[src/design/assert_macros.svh]
// assertion helpers for the hash core
`ifndef ASSERT_MACROS_SVH
`define ASSERT_MACROS_SVH

// property holds on every clock unless in reset
`define ASSERT_CLK(label, prop, msg) \
   label: assert property (@(posedge clock) disable iff (reset) (prop)) else $error(msg);

// property checked during reset too
`define ASSERT_ALWAYS(label, prop, msg) \
   label: assert property (@(posedge clock) (prop)) else $error(msg);

`endif

[src/design/sk256_pkg.sv]
package sk256_pkg;

   localparam logic [63:0] KS_PARITY = 64'h1BD11BDAA9FC1A22;
   localparam logic [5:0]  UBI_MSG   = 6'd48;
   localparam logic [5:0]  UBI_OUT   = 6'd63;
   localparam logic [5:0]  BLOCK_BYTES = 6'd32;

   typedef logic [63:0] word_type;
   typedef word_type [3:0] block_type;

   localparam block_type IV = '{64'h6A54E920FDE8DA69, 64'hB33BC3896656840F,
                                64'h2FCA66479FA7D833, 64'hFC9DA860D048B449};

   typedef enum logic [2:0] {
      ST_IDLE,
      ST_ABSORB,
      ST_MSG,
      ST_FINAL,
      ST_OUT,
      ST_EMIT
   } state_type;

   // commands from controller to datapath
   typedef struct packed {
      logic load;       // capture the input item
      logic take;       // pack held bytes into the block
      logic start_msg;  // compress full buffer, not final
      logic start_fin;  // compress padded buffer, final
      logic start_out;  // compress output block
      logic emit_next;  // advance output word
      logic restart;    // back to iv
   } cmd_type;

   // status from datapath to controller
   typedef struct packed {
      logic busy;       // cipher running
      logic full;       // block buffer holds 32 bytes
      logic more;       // bytes of the held item still to pack
   } stat_type;

   function automatic logic [63:0] rotl(input logic [63:0] x, input logic [5:0] r);
      logic [127:0] d;
      d = {x, x} << r;
      return d[127:64];
   endfunction

   function automatic logic [5:0] rot_a(input logic [2:0] d);
      case (d)
         3'd0: return 6'd14; 3'd1: return 6'd52; 3'd2: return 6'd23; 3'd3: return 6'd5;
         3'd4: return 6'd25; 3'd5: return 6'd46; 3'd6: return 6'd58; default: return 6'd32;
      endcase
   endfunction

   function automatic logic [5:0] rot_b(input logic [2:0] d);
      case (d)
         3'd0: return 6'd16; 3'd1: return 6'd57; 3'd2: return 6'd40; 3'd3: return 6'd37;
         3'd4: return 6'd33; 3'd5: return 6'd12; 3'd6: return 6'd22; default: return 6'd32;
      endcase
   endfunction

endpackage

[src/design/sk256_ctrl.sv]
module sk256_ctrl
   import sk256_pkg::*;
(
   input  logic     clock,
   input  logic     reset,
   input  logic     req_valid,
   output logic     req_ready,
   input  logic     req_last,
   input  logic     rsp_ready,
   output logic     rsp_valid,
   output logic     rsp_last_word,
   input  logic [1:0] word_idx,
   input  stat_type stat,
   output cmd_type  cmd
);

   state_type state_ff, state_in;
   logic      last_ff, last_in;

   // next state
   always_comb begin
      state_in = state_ff;
      last_in  = last_ff;
      case (state_ff)
         ST_IDLE: begin
            if (req_valid) begin
               last_in  = req_last;
               state_in = ST_ABSORB;
            end
         end
         ST_ABSORB: begin
            if (stat.more) begin
               if (stat.full) state_in = ST_MSG;
            end else if (last_ff) begin
               state_in = ST_FINAL;
            end else begin
               state_in = ST_IDLE;
            end
         end
         ST_MSG:   if (!stat.busy) state_in = ST_ABSORB;
         ST_FINAL: if (!stat.busy) state_in = ST_OUT;
         ST_OUT:   if (!stat.busy) state_in = ST_EMIT;
         ST_EMIT:  if (rsp_ready && word_idx == 2'd3) state_in = ST_IDLE;
         default:  state_in = ST_IDLE;
      endcase
   end

   // outputs
   always_comb begin
      cmd       = '0;
      req_ready = 1'b0;
      rsp_valid = 1'b0;
      case (state_ff)
         ST_IDLE: begin
            req_ready = 1'b1;
            cmd.load  = req_valid;
         end
         ST_ABSORB: begin
            cmd.take      = stat.more && !stat.full;
            cmd.start_msg = stat.more && stat.full;
            cmd.start_fin = !stat.more && last_ff;
         end
         ST_MSG:   ;
         ST_FINAL: cmd.start_out = !stat.busy;
         ST_OUT:   ;
         ST_EMIT: begin
            rsp_valid     = 1'b1;
            cmd.emit_next = rsp_ready;
            cmd.restart   = rsp_ready && word_idx == 2'd3;
         end
         default: ;
      endcase
   end
   assign rsp_last_word = word_idx == 2'd3;

   always_ff @(posedge clock) begin
      if (reset) begin
         state_ff <= ST_IDLE;
         last_ff  <= 1'b0;
      end else begin
         state_ff <= state_in;
         last_ff  <= last_in;
      end
   end

endmodule

[config.mk]
export PLATFORM = sky130hd
export DESIGN_NAME = sk256_ctrl
export DESIGN_NICKNAME = d
export VERILOG_FILES = /design/src/design/assert_macros.svh /design/src/design/sk256_pkg.sv /design/src/design/sk256_ctrl.sv
export SDC_FILE = /design/constraint.sdc
export NUM_CORES = 1
export LEC_CHECK = 0
export BUFFER_PORTS_ARGS = -buffer_cell sky130_fd_sc_hd__clkbuf_2
export CAP_MARGIN = 20
export CORE_AREA = 2 2 39 41
export DETAILED_ROUTE_END_ITERATION = 10
export DIE_AREA = 0 0 41 43
export PLACE_DENSITY = 0.58
export SYNTH_ARGS = -nofsm -noshare
export SYNTH_HDL_FRONTEND = slang
export SYNTH_SLANG_ARGS = --single-unit
[constraint.sdc]
create_clock -name clock -period 1.41 [get_ports clock]
set_input_delay 0.0705 -clock clock [delete_from_list [all_inputs] [get_ports clock]]
set_output_delay 0.0705 -clock clock [all_outputs]
set_load 0.01 [all_outputs]
=== Word-level counts from Yosys, hierarchy flattened ===
Cells that the tools add are included.

* Register bits: 4
* Logic and storage cells: 39

* Reductions and logical operators: 10
* Multiplexer cells: 15
* Eq/ne operators: 12

{| class="wikitable"
|+ Operator list
! operator !! number
|-
| 3-bit 2-to-1 mux || 8
|-
| 3-bit case mux with 6 select lines || 1
|-
| 2-bit != test, second input constant || 5
|-
| 3-bit by 2-bit == test with 1-bit output, second input constant || 2
|-
| 3-bit == test, second input constant || 2
|-
| 6-bit AND reduction || 1
|-
| 1-bit logical AND || 4
|-
| 1-bit 2-to-1 mux || 4
|-
| 2-bit 2-to-1 mux || 2
|-
| 3-bit by 1-bit == test with 1-bit output, second input constant || 1
|-
| 1-bit logical NOT || 3
|-
| 3-bit logical NOT || 1
|-
| 3-bit != test, second input constant || 1
|-
| 2-bit == test, second input constant || 1
|-
| 2-bit AND reduction || 1
|}

=== Logic depth before layout (Yosys ltp) ===
* Depth after elaboration: 4
* Depth in mapped cells: 5
* Depth with buffers taken out: 4

=== Worst setup path before layout ===
No wires, ideal clock.

* Path type: reg-to-reg
* Start: register state_ff[2]
* End: register last_ff
* Data required time: 1.296 ns
* Path slack: 0.021 ns
* Clock period less this slack: 1.389 ns
* Path buffers: 1
* Cell stages (with the launch flop): 6
* Data arrival time: 1.275 ns
* Cells stage by stage: dfxtp_1 > buf_2 > nor3_1 > and2_1 > mux2i_1 > nor2_1

* Word-level cells in the longest chain between the ends: 2

{| class="wikitable"
|+ RTL lines
! element !! line !! RTL
|-
| from (decl) || sk256_ctrl.sv:17 || <nowiki>state_type state_ff, state_in;</nowiki>
|-
| from (signal assigned) || sk256_ctrl.sv:81 || <nowiki>state_ff <= state_in;</nowiki>
|-
| 3-bit logical NOT || sk256_ctrl.sv:24 || <nowiki>case (state_ff)</nowiki>
|-
| 2-bit AND reduction (no source line) || - ||
|-
| to (signal assigned) || sk256_ctrl.sv:82 || <nowiki>last_ff <= last_in;</nowiki>
|-
| to (decl) || sk256_ctrl.sv:18 || <nowiki>logic last_ff, last_in;</nowiki>
|}

No other way between the ends.
A chain may end at the register's enable or synchronous reset.

=== Worst setup path in the final report ===
* Start: register state_ff[1]
* End: register state_ff[1]

* Word-level cells in the longest chain between the ends: 3

{| class="wikitable"
|+ RTL lines
! element !! line
|-
| 3-bit by 1-bit == test with 1-bit output (tied with other cells) || sk256_ctrl.sv:24
|-
| 3-bit != test (no source line) / 2-bit != test (equally long branches) || -
|-
| 6-bit AND reduction (no source line) || -
|}

Several ways; a longest one is shown, not always the timed one.

==> impl_metrics.json <==
{
  "synthFlopType": "dfxtp_1",
  "cp.required_ps": 1560,
  "crit_path_max_fanout": 6,
  "grt_max_degree": 12,
  "rows": 14,
  "ant_nets": 0,
  "synth_most_common_cell": "nand2_1",
  "chipHeight_microns": 43,
  "slew_viol_final": 0,
  "synth_nets": 51,
  "yosys.area_share.adder_pct": 0,
  "synth_mux_area_share_pct": 6.226,
  "start_util_pct": 23.24,
  "wire_per_inst_microns": 10.73,
  "fin_worst_skew_ps": 2.374,
  "synth_top_family_by_area": "simple AND/OR/NAND/NOR gates",
  "clock-root-buffer": "clkbuf_4",
  "dieWidth_microns": 41,
  "layout-drive-gt1-share_pct": 54.84,
  "status": "finished, final reports clean",
  "grt_pass1_vias": 344,
  "dp_hpwl_microns": 662.6,
  "syn_area_sq_um": 321.6,
  "synth_top_cell_by_area": "dfxtp_1",
  "power.leakage_nw": 0.2229,
  "cts_tree": "built",
  "cts_buffer_depth": 2,
  "insertedDiodeCount": 0,
  "routed_wl_microns": 837,
  "vias": 378,
  "irDropWorstVdd_mv": 0.3793,
  "grt_pass1_wl_microns": 1331,
  "synth-xor-area-share_pct": 0,
  "cts_htree_levels": 1,
  "setup_viol": 0,
  "synthDistinctLibCells": 25,
  "synth_simple_gate_area_share_pct": 44.36,
  "synth_edf_count": 0,
  "synth_area_leaders": "dfxtp_1 25%, mux2i_1 6.2%, nand2_1 5.8%",
  "fin_setup_tns_ps": 0,
  "grt-ovfl-total": 0,
  "routed_via_density": 4.846,
  "whs_ps": 53.75,
  "avgSynthCellArea_sq_um": 7.843,
  "fin_crit_sh_pct": 92.61,
  "numPortBuffers": 19,
  "hp-class": "in2reg",
  "antenna_found_initial": 0,
  "slew_headroom_pct": 82.83,
  "arrival_ps": 1450,
  "ys_seq_area_share_pct": 24.90,
  "cts_buffers": 3,
  "grt_util_all_layers_pct": 11.17,
  "rsz0062_at_grt": "false",
  "core_sq_mm": 0.001384,
  "synth_compound_area_share_pct": 17.12,
  "syn-instance-count": 41,
  "cts_setup_buffers": 0,
  "drtIter0Drc": 7,
  "max_freq_mhz": 765.8,
  "yosysTopAreaCellShare_pct": 24.90,
  "clock_latency_ps": 230,
  "powerDensity_mw_per_mm2": 1073,
  "critPathCaptureType": "register",
  "drc": 0,
  "crit_path_start_kind": "register",
  "total_power_mw": 0.5060,
  "ys_seq_elements": 4,
  "drt_first_pass_iters": 4,
  "io_pins": 20,
  "cts.sinks": 4,
  "maxCapViolCount": 0,
  "layout.nets": 74,
  "final.min_clock_period_ps": 1306,
  "area_growth_pct": 46.69,
  "hold_viol": 0,
  "pre_cts_ws_ps": 47.00,
  "synth_common_cells": "5 x nand2_1, 4 x dfxtp_1, 4 x nor2_1, 3 x o21ai_0",
  "clk_pin_slew_ps": 40,
  "worst_slack_ps": 104.2,
  "critPathKind": "reg2reg",
  "synth-warning-count": 0,
  "dieArea_sq_mm": 0.001763,
  "async_flop_share_pct": 0,
  "worstMarginPinSlew_ps": 256.9,
  "gp_congestion": 0.6943,
  "nFillCells": 159
}
## cell usage in the layout (no fill, tap or decap), types with 2 or more instances in the layout
cell type  count
nand2_1        5
nor2_1         4
clkbuf_2      19
mux2i_1        2
o21ai_0        3
clkbuf_4       3
a21oi_1        2
dfxtp_2        3
and2_1         2
## power breakdown
| group | switching, mW | leakage, nW | total, mW | internal [mW] |
|---|---|---|---|---|
| Sequential | 0.0325 | 0.0340 | 0.167 | 0.135 |
| Clock | 0.0492 | 0.0138 | 0.145 | 0.0954 |
| Combinational | 0.0937 | 0.175 | 0.194 | 0.101 |
## worst max-delay path, stage by stage (launching register included)
cell	delay (ps)
dfxtp_2	390
inv_2	60
and3_4	150
a221o_2	390
o31ai_2	220
## area by class of cell
class	instances	area (sq um)	area share [%]
clock buffers	3	22.52	4.775
inverters	2	7.507	1.592
multi-input cells	33	235.2	49.87
flip-flops and latches	4	83.83	17.77
well taps	16	20.02	4.244
repair buffers	20	102.6	21.75
## layer usage
metal	global-route usage, %	part of all wire, %
met4	8.000	1.1
met5	0	0
met3	3.141	8.0
met1	13.27	47
met2	16.25	43
## kinds of logic after synthesis
logic type      after synthesis
simple gates                 23
compound gates                8
flops                         4
buf+inv                       4
mux                           2
## what timing repair did
item,in CTS,in global routing
gates cloned,0,0
pin swaps,0,0
hold buffers,0,0
setup endpoints to repair,3,9
gates resized for setup,2,4
## state kept, by name (all words and copies together) (netlist names)
signal and count:
state_ff 3, last_ff 1
## through the flow
step	instances	util (%)	instance area, sq um
5_1_grt	78	34.09	471.7
6_report	78	34.09	471.7
3_5_place_dp	75	30.92	427.9
2_1_floorplan	41	-	321.6
3_3_place_gp	75	30.92	427.9
4_1_cts	78	33.36	461.7
## worst paths after layout
path,start,end,slack (ps),depth (start not counted)
max,state_ff[1],state_ff[1],100,4
min,reset,state_ff[2],50,2
max reg2reg,state_ff[1],state_ff[1],100,4
min reg2reg,state_ff[0],state_ff[0],530,2
Power figures use the tool's default switching activity.
